<file path="config.mk">
export PLATFORM = sky130hd
export DESIGN_NAME = wfsa_ctrl
export DESIGN_NICKNAME = d
export VERILOG_FILES = /design/src/wfsa_pkg.sv /design/src/wfsa_ctrl.sv
export SDC_FILE = /design/constraint.sdc
export NUM_CORES = 1
export LEC_CHECK = 0
export BUFFER_PORTS_ARGS = -buffer_cell sky130_fd_sc_hd__buf_4
export CORE_AREA = 2 2 39 41
export DETAILED_ROUTE_END_ITERATION = 10
export DIE_AREA = 0 0 41 43
export HOLD_SLACK_MARGIN = 0.08
export PLACE_DENSITY = 0.72
export SYNTH_ARGS = -nofsm -noshare
export SYNTH_HDL_FRONTEND = slang
export SYNTH_SLANG_ARGS = --single-unit
export TNS_END_PERCENT = 20
</file>
<file path="constraint.sdc">
create_clock -name clk_i -period 1.9 [get_ports clk_i]
set_clock_uncertainty 0.15 [all_clocks]
set_input_delay 0.38 -clock clk_i [delete_from_list [all_inputs] [get_ports clk_i]]
set_output_delay 0.38 -clock clk_i [all_outputs]
set_load 0.005 [all_outputs]
</file>
<file path="src/wfsa_pkg.sv">
`timescale 1ns / 1ps
`default_nettype none
// ---------------------------------------------------------------------------
// wfsa_pkg: shared types and constants of the weighted fair slot admission
// Widths, command and status codes, config register indexes, sequencer ops.
// ---------------------------------------------------------------------------
package wfsa_pkg;

  localparam int GROUP_COUNT = 3;
  localparam int QUEUE_DEPTH = 16;

  localparam int GW   = 2;                         // group field width
  localparam int CW   = 10;                        // slot count width
  localparam int WW   = 16;                        // weight width
  localparam int TW   = 64;                        // waiter tag width
  localparam int NW   = 32;                        // tick counter width
  localparam int QAW  = (QUEUE_DEPTH > 1) ? $clog2(QUEUE_DEPTH) : 1;
  localparam int FW   = $clog2(QUEUE_DEPTH + 1);
  localparam int MEM_DEPTH = GROUP_COUNT * QUEUE_DEPTH;
  localparam int MAW  = $clog2(MEM_DEPTH);
  localparam int DW   = WW + 2;                    // summed weight width
  localparam int P1W  = CW + 1 + DW;               // (held+1) * denom
  localparam int P2W  = CW + WW;                   // total * weight
  localparam int DAW  = CW + DW;                   // held * wsum
  localparam int DVW  = DAW + 1;                   // signed deviation
  localparam int SUMW = CW + 3;                    // slot sums

  localparam logic [CW-1:0] HELD_MAX = {CW{1'b1}};

  // configuration port
  localparam int CFG_IDX_W  = 3;
  localparam int CFG_DATA_W = 16;
  localparam logic [CFG_IDX_W-1:0] CFG_TOTAL     = 3'd0;
  localparam logic [CFG_IDX_W-1:0] CFG_W_PROD    = 3'd1;
  localparam logic [CFG_IDX_W-1:0] CFG_W_CONS    = 3'd2;
  localparam logic [CFG_IDX_W-1:0] CFG_W_DFLT    = 3'd3;
  localparam logic [CFG_IDX_W-1:0] CFG_R_PROD    = 3'd4;
  localparam logic [CFG_IDX_W-1:0] CFG_R_CONS    = 3'd5;
  localparam logic [CFG_IDX_W-1:0] CFG_R_DFLT    = 3'd6;
  localparam logic [CFG_IDX_W-1:0] CFG_DWELL     = 3'd7;

  // commands
  localparam logic [1:0] CMD_ADMIT   = 2'd0;
  localparam logic [1:0] CMD_TRY     = 2'd1;
  localparam logic [1:0] CMD_RELEASE = 2'd2;
  localparam logic [1:0] CMD_TICK    = 2'd3;

  // result status
  localparam logic [2:0] ST_RES_GRANT = 3'd0;
  localparam logic [2:0] ST_SH_GRANT  = 3'd1;
  localparam logic [2:0] ST_QUEUED    = 3'd2;
  localparam logic [2:0] ST_REFUSED   = 3'd3;
  localparam logic [2:0] ST_RELEASED  = 3'd4;
  localparam logic [2:0] ST_DISPATCH  = 3'd5;
  localparam logic [2:0] ST_TICK      = 3'd6;
  localparam logic [2:0] ST_FULL      = 3'd7;

  typedef enum logic [3:0] {
    OP_NONE,
    OP_LOAD,
    OP_EXPIRE,
    OP_TICK,
    OP_MUL,
    OP_DECIDE,
    OP_RELEASE,
    OP_FLOOR_EV,
    OP_DEV_MUL,
    OP_DEV_EV,
    OP_PICK,
    OP_POP,
    OP_EMIT
  } op_e;

  typedef struct packed {
    op_e op;
  } dp_cmd_t;

  typedef struct packed {
    logic is_tick;
    logic grp_bad;
    logic is_admit;
    logic rel_res_pop;
    logic rel_shared;
    logic idx_last;
    logic pick_found;
  } dp_stat_t;

endpackage
`default_nettype wire

</file>
<file path="src/wfsa_ctrl.sv">
`timescale 1ns / 1ps
`default_nettype none
// ---------------------------------------------------------------------------
// wfsa_ctrl: command sequencer
// Walks one command through expiry, tick, grant decision, release and dispatch scan.
// ---------------------------------------------------------------------------
module wfsa_ctrl (
  input  wire logic              clk_i,
  input  wire logic              rst_ni,
  input  wire logic              in_valid_i,
  output logic                   in_ready_o,
  output logic                   out_valid_o,
  input  wire logic              out_ready_i,
  input  wire wfsa_pkg::dp_stat_t stat_i,
  output wfsa_pkg::dp_cmd_t      cmd_o
);
  import wfsa_pkg::*;

  localparam logic [3:0] S_IDLE = 4'd0;
  localparam logic [3:0] S_EXP  = 4'd1;
  localparam logic [3:0] S_TICK = 4'd2;
  localparam logic [3:0] S_MUL  = 4'd3;
  localparam logic [3:0] S_DEC  = 4'd4;
  localparam logic [3:0] S_REL  = 4'd5;
  localparam logic [3:0] S_FRD  = 4'd6;
  localparam logic [3:0] S_FEV  = 4'd7;
  localparam logic [3:0] S_DMUL = 4'd8;
  localparam logic [3:0] S_DEV  = 4'd9;
  localparam logic [3:0] S_PICK = 4'd10;
  localparam logic [3:0] S_PRD  = 4'd11;
  localparam logic [3:0] S_POP  = 4'd12;
  localparam logic [3:0] S_DONE = 4'd13;

  logic [3:0] state_q, state_d;
  logic       ovalid_q, ovalid_d;

  // next state and datapath op
  always_comb begin
    state_d    = state_q;
    cmd_o.op   = OP_NONE;
    in_ready_o = 1'b0;
    ovalid_d   = ovalid_q && !out_ready_i;
    unique case (state_q)
      S_IDLE: begin
        in_ready_o = 1'b1;
        if (in_valid_i) begin
          cmd_o.op = OP_LOAD;
          state_d  = S_EXP;
        end
      end
      S_EXP: begin
        cmd_o.op = OP_EXPIRE;
        if (stat_i.is_tick)       state_d = S_TICK;
        else if (stat_i.grp_bad)  state_d = S_DONE;
        else if (stat_i.is_admit) state_d = S_MUL;
        else                      state_d = S_REL;
      end
      S_TICK: begin
        cmd_o.op = OP_TICK;
        state_d  = S_DONE;
      end
      S_MUL: begin
        cmd_o.op = OP_MUL;
        state_d  = S_DEC;
      end
      S_DEC: begin
        cmd_o.op = OP_DECIDE;
        state_d  = S_DONE;
      end
      S_REL: begin
        cmd_o.op = OP_RELEASE;
        if (stat_i.rel_res_pop)     state_d = S_PRD;
        else if (stat_i.rel_shared) state_d = S_FRD;
        else                        state_d = S_DONE;
      end
      S_FRD: state_d = S_FEV;
      S_FEV: begin
        cmd_o.op = OP_FLOOR_EV;
        state_d  = stat_i.idx_last ? S_DMUL : S_FRD;
      end
      S_DMUL: begin
        cmd_o.op = OP_DEV_MUL;
        state_d  = S_DEV;
      end
      S_DEV: begin
        cmd_o.op = OP_DEV_EV;
        state_d  = stat_i.idx_last ? S_PICK : S_DMUL;
      end
      S_PICK: begin
        cmd_o.op = OP_PICK;
        state_d  = stat_i.pick_found ? S_PRD : S_DONE;
      end
      S_PRD: state_d = S_POP;
      S_POP: begin
        cmd_o.op = OP_POP;
        state_d  = S_DONE;
      end
      S_DONE: begin
        // result register free or draining this cycle
        if (!ovalid_q || out_ready_i) begin
          cmd_o.op = OP_EMIT;
          ovalid_d = 1'b1;
          state_d  = S_IDLE;
        end
      end
      default: state_d = S_IDLE;
    endcase
  end

  always_ff @(posedge clk_i or negedge rst_ni) begin
    if (!rst_ni) begin
      state_q  <= S_IDLE;
      ovalid_q <= 1'b0;
    end else begin
      state_q  <= state_d;
      ovalid_q <= ovalid_d;
    end
  end

  assign out_valid_o = ovalid_q;

endmodule
`default_nettype wire

</file>
==> out/results.tsv, run 1 <==
metric	value	unit
Leak	0.000328	µW
Area contributors post-synth	dfrtp_1 (22%), nor2_1 (9.1%), buf_6 (5.8%)	
count of final hold-check violations	0	
setup_tns	0	ps
share of cells above drive strength 1	35.8	%
cell taking the most area after synthesis	dfrtp_1	
area of the multi-input gates	399	µm²
Routed WL	1.37	mm
final setup fails	0	
Slew @ Worst Pin	317	ps
routability congestion estimate	0.836	
worst skew pair latency	230	ps
synthesis-to-finish area growth	31.0	%
clk slew on worst S/H paths	40	ps
Starting Density	42.0	%
unrepaired setup endpoints after global routing	yes	
Initial DRT Pass Iterations	5	
largest fanout on the critical path	6	
Mean Syn Cell Area	7.85	µm²
relative slew slack	78.8	%
pwr dens	1630	nW/µm²
outcome	completed	
final hold slack	337	ps
Max-Cap Viols	0	
top-count cell post-synth	nor2_1	
Synth top area share	21.6	%
DRC	0	
CTS tree	yes	
largest net degree at the start of global routing	11	
I/O pins	17	
Routed Antenna Nets	0	
HP Class	in2async	
Final nets	107	
Syn Inst Count	74	
vias per inst	5.67	
number of buffers added on ports	16	
crit path time final	1860	ps
Die Wd	41	µm
Max rail drop VDD	610	µV
Die Y	43	µm
ys flop type	dfrtp_1	
CORE AREA	1380	µm²
sequential fraction of the synthesis area	21.6	%
f_max	538	MHz
FFs w/ async S/R, synth	100	%
via count of the first global-routing pass	521	
Warnings, synthesis	0	
Longest Clk Path Bufs	2	
Tcrit/Tclk final	97.9	%
# fillers	133	
vias	629	
Reg area	129	µm²
first-pass GRT wire length	2.21	mm
Worst Path Required	1370	ps
Post-synth EDFFs	0	
antenna violations before repair	0	
die area	1760	µm²
number of distinct library cells after synthesis	32	
syn_nets	85	
Crit path arrival time	1330	ps
Slew Viols, Final	0	
Crit Path Category	reg2out	
post-DP HPWL	1.04	mm
ant diodes	0	
Routed wire per std cell	12.3	µm
H-tree levels	1	
Synth Register Bits	5	
DRT iter0 DRCs	23	
num rows	14	
gr ovfl total	0	
clock root buffer	clkbuf_4	
Num CTS Buffers	3	
GRT Util Overall	17.5	%
most instantiated cells after synthesis	nor2_1 (14), dfrtp_1 (5), nand2b_1 (5), o21ai_0 (5)	
# clock sinks	5	
Post-Syn Area	581	µm²
critical path endpoint category	output pin	
critical path startpoint category	flop	
cell usage in the layout (no fill, tap or decap), drive strengths merged:
master / count
or4b: 1
a22o: 1
nor3: 1
o221ai: 1
o211ai: 1
a21oi: 4
o22ai: 2
o21bai: 1
nor4b: 1
a211oi: 1
and3: 1
a31o: 2
nand2: 4
nor4: 1
a221oi: 2
dfrtp: 5
nand4: 1
or3: 1
o21ai: 8
clkbuf: 4
dlygate4sd3: 1
inv: 2
nand3b: 2
mux2: 1
buf: 22
nor2b: 4
nor2: 14
nand2b: 6
metrics by stage:
step / area, µm² / util [%] / std cells / total power (µW) / setup WS (ps)
after global routing: 761 / 55.0 / 111 / 1350 / -7.07
after CTS: 744 / 53.8 / 110 / 1210 / 17.8
after detailed placement: 707 / 51.1 / 105 / 1090 / 182
after global placement: 707 / 51.1 / 105 / 1080 / 203
final: 761 / 55.0 / 111 / 1240 / 39.6
after floorplan: 581 / - / 74 / 858 / 345
kinds of logic after synthesis:
group | synth area share, %
AOI/OAI and AO/OA | 30.6
buffers and inverters | 10.1
and+or+nand+nor | 35.8
DFF | 21.6
muxes | 1.94
per-layer routing:
| metal | share of wire (%) | wire length (µm) | GRT usage, % |
|---|---|---|---|
| met5 | 0 | 0 | 0 |
| met2 | 48 | 660 | 28.1 |
| met3 | 5.6 | 76 | 3.14 |
| met1 | 46 | 632 | 23.3 |
| met4 | 0 | 0 | 4.00 |
path summary, 6_finish.rpt:
path | slack [ps] | cells past startpoint | to | from
setup reg to reg | 190 | 5 | state_q[2]$_DFFE_PN0P_ | state_q[1]$_DFFE_PN0P_
min in group clk_i | 360 | 3 | state_q[2]$_DFFE_PN0P_ | stat_i[6]
max in group asynchronous | 1150 | 2 | state_q[1]$_DFFE_PN0P_ | rst_ni
hold / removal | 340 | 2 | out_valid_o$_DFF_PN0_ | rst_ni
hold reg to reg | 480 | 2 | out_valid_o$_DFF_PN0_ | out_valid_o$_DFF_PN0_
setup / recovery | 40 | 5 | cmd_o[1] | state_q[1]$_DFFE_PN0P_
area by class of cell:
type | count | area share, %
Tap cell | 16 | 2.63
Sequential cell | 5 | 16.9
Timing Repair Buffer | 23 | 23.5
Inverter | 2 | 0.987
Multi-Input combinational cell | 61 | 52.5
Clock buffer | 4 | 3.45
flip-flops by register name (all words and copies together), names as in the netlist:
name and cells:
out_valid_o 1, state_q 4
power by group:
part           switching, µW  total (µW)  internal [µW]
clock network           38.4         117           79.1
logic                    413         855            442
registers                105         270            165
total                    556        1240            686
repair_timing:
item | in CTS | in global routing
endpoints found under the hold margin | 5 | 0
pin swaps | 0 | 1
resized for setup | 1 | 5
setup buffers | 0 | 1
gates cloned | 0 | 0
hold buffers | 1 | 0
endpoints found under the setup margin | 3 | 4
worst max-delay path, stage by stage, from the launching register on:
cell     delay [ps]
dfrtp_2         440
buf_6           150
nor2b_2         160
a21oi_1         120
o22ai_1          90
buf_4           140
(Power assumes the default switching activity.)
==> run 2: changes to the inputs <==
- ABC_AREA: default -> 1
- PLACE_DENSITY: 0.72 -> 0.65
- REMOVE_ABC_BUFFERS: default -> 1
==> out/results.tsv, run 2 <==
metric	value	unit	change
largest fanout on the critical path	7		+1
share of cells above drive strength 1	38.9	%	+3.1 points
Routed wire per std cell	11.3	µm	-8.2%
first-pass GRT wire length	2.13	mm	-3.4%
Leak	0.000384	µW	+17%
Slew Viols, Final	0		unchanged
final hold slack	290	ps	-47.2 ps
Starting Density	35.7	%	-6.2 points
clk slew on worst S/H paths	40	ps	about the same
crit path time final	1880	ps	+14.6 ps
global routing usage on met2	26.3	%	-1.9 points
Die Wd	41	µm	unchanged
Synth Register Bits	5		unchanged
GRT busiest layer	met2		
cell taking the most area after synthesis	dfrtp_1		
most instantiated cells after synthesis	nand2_1 (29), nor2_1 (15), inv_1 (14)		
Mean Syn Cell Area	5.55	µm²	-29%
Tcrit/Tclk final	98.7	%	+0.77 points
Die Y	43	µm	unchanged
Routed Antenna Nets	0		unchanged
Most flops, register	state_q		
# clock sinks	5		unchanged
routability congestion estimate	0.899		+7.5%
CORE AREA	1380	µm²	unchanged
critical path's slowest cell	dfrtp_2		
outcome	completed		
Final nets	125		+17%
top-count cell post-synth	nand2_1		
unrepaired setup endpoints after global routing	yes		
vias per inst	5.01		-12%
antenna violations before repair	0		unchanged
f_max	533	MHz	-0.78%
Max rail drop VDD	522	µV	-14%
most common cell after layout, fill and taps aside	nand2_1		
Area contributors post-synth	dfrtp_1 (25%), nand2_1 (22%), nor2_1 (11%)		
sequential fraction of the synthesis area	25.3	%	+3.8 points
count of final hold-check violations	0		unchanged
grt met3 use	3.66	%	+0.52 points
critical path startpoint category	flop		
vias	646		+2.7%
FFs w/ async S/R, synth	100	%	unchanged
Max-Cap Viols	0		unchanged
GRT Util Overall	17.5	%	-0.043 points
Slew @ Worst Pin	226	ps	-91.5 ps
CP max stage delay	490	ps	+50 ps
# fillers	142		+6.8%
Crit Path Category	reg2out		
Warnings, synthesis	0		unchanged
Largest register FFs	4		unchanged
Synth top area share	25.3	%	+3.8 points
Num CTS Buffers	3		unchanged
DRT iter0 DRCs	40		+74%
met1 usage in global routing	22.7	%	-0.63 points
largest net degree at the start of global routing	8		-3
Syn Inst Count	89		+20%
pwr dens	1660	nW/µm²	+1.5%
Longest Clk Path Bufs	2		unchanged
worst skew pair latency	240	ps	about the same
Post-Syn Area	494	µm²	-15%
flop2flop setup slack	480	ps	+290 ps
gr ovfl total	0		unchanged
critical path endpoint category	output pin		
final setup fails	0		unchanged
clock root buffer	clkbuf_4		
CTS tree	yes		
DRC	0		unchanged
relative slew slack	84.9	%	+6.1 points
Crit path arrival time	1350	ps	+20 ps
num rows	14		unchanged
Post-synth EDFFs	0		unchanged
synthesis-to-finish area growth	52.4	%	
Initial DRT Pass Iterations	4		-1
Reg area	130	µm²	+0.97%
Worst Path Required	1370	ps	about the same
leading cell types in the layout, fill and taps excluded	nand2_1 (27), buf_4 (18), nor2_1 (9), inv_1 (9), nand3_1 (9)		
die area	1760	µm²	unchanged
HP Class	in2reg		
Routed WL	1.46	mm	+6.7%
number of buffers added on ports	16		unchanged
ant diodes	0		unchanged
Cell Chain, Critical Path	buf_6, nand2_4, nor2_2, a21oi_1, nand4_1, buf_4		
I/O pins	17		unchanged
area of the multi-input gates	365	µm²	-8.5%
number of distinct library cells after synthesis	14		-56%
total chip power	1250	µW	+0.45%
via count of the first global-routing pass	570		+9.4%
Final Util	54.4	%	-0.54 points
post-DP HPWL	1.11	mm	+7.4%
ys flop type	dfrtp_1		
H-tree levels	1		unchanged
==> run 2: worst paths after layout <==
kind | start | to | cells past startpoint
worst max-delay path | state_q[0]$_DFFE_PN0P_ | cmd_o[1] | 6
worst min-delay path | out_ready_i | out_valid_o$_DFF_PN0_ | 4
worst max register to register | state_q[0]$_DFFE_PN0P_ | state_q[0]$_DFFE_PN0P_ | 8
worst min register to register | out_valid_o$_DFF_PN0_ | out_valid_o$_DFF_PN0_ | 4
max in group asynchronous | rst_ni | state_q[2]$_DFFE_PN0P_ | 2
min in group asynchronous | rst_ni | out_valid_o$_DFF_PN0_ | 2
==> run 2: cell families after synthesis <==
kind of cell	share of synthesized area, %
compound gates	10.9
buf+inv	10.6
flops	25.3
simple gates	53.2
==> run 2: area by class of cell <==
class | instances | share of cell area (%)
tap | 16 | 2.66
clock buffer | 4 | 3.49
sequential | 5 | 17.3
timing repair buffer | 20 | 20.8
multi-input combinational | 70 | 48.5
inverter | 14 | 7.31
==> run 2: report_power, final <==
group | total [µW] | switching [µW] | leakage [µW] | internal (µW)
Sequential | 276 | 109 | 0.0000579 | 167
Clock | 120 | 40.9 | 0.0000150 | 79.2
Combinational | 852 | 469 | 0.000311 | 383
Total | 1250 | 619 | 0.000384 | 629
==> run 2: layer usage <==
metal / vias to the layer above / wire [µm]
li1: 330 / -
met2: 31 / 733
met5: - / 0
met3: 2 / 92
met4: 0 / 24
met1: 283 / 611
==> run 2: through the flow <==
stage	cells	setup WS, ps	TNS [ps]	area, µm²
2_1_floorplan	89	385	0	494
3_3_place_gp	122	185	0	642
3_5_place_dp	122	166	0	642
4_1_cts	127	-5.90	-9.51	684
5_1_grt	129	-28.1	-69.0	753
6_report	129	25.0	0	753
==> run 2: critical path: cells and delay by family, from the launching register on <==
family | cells | cell delay (ps)
buf+inv | 2 | 300
simple gates | 3 | 220
flops | 1 | 490
compound gates | 1 | 100
==> run 2: what timing repair did <==
action	CTS	global route
setup endpoints to repair	2	4
setup buffers	0	2
resized for setup	3	22
pin swaps	0	2
hold buffers	1	0
endpoints found under the hold margin	5	0
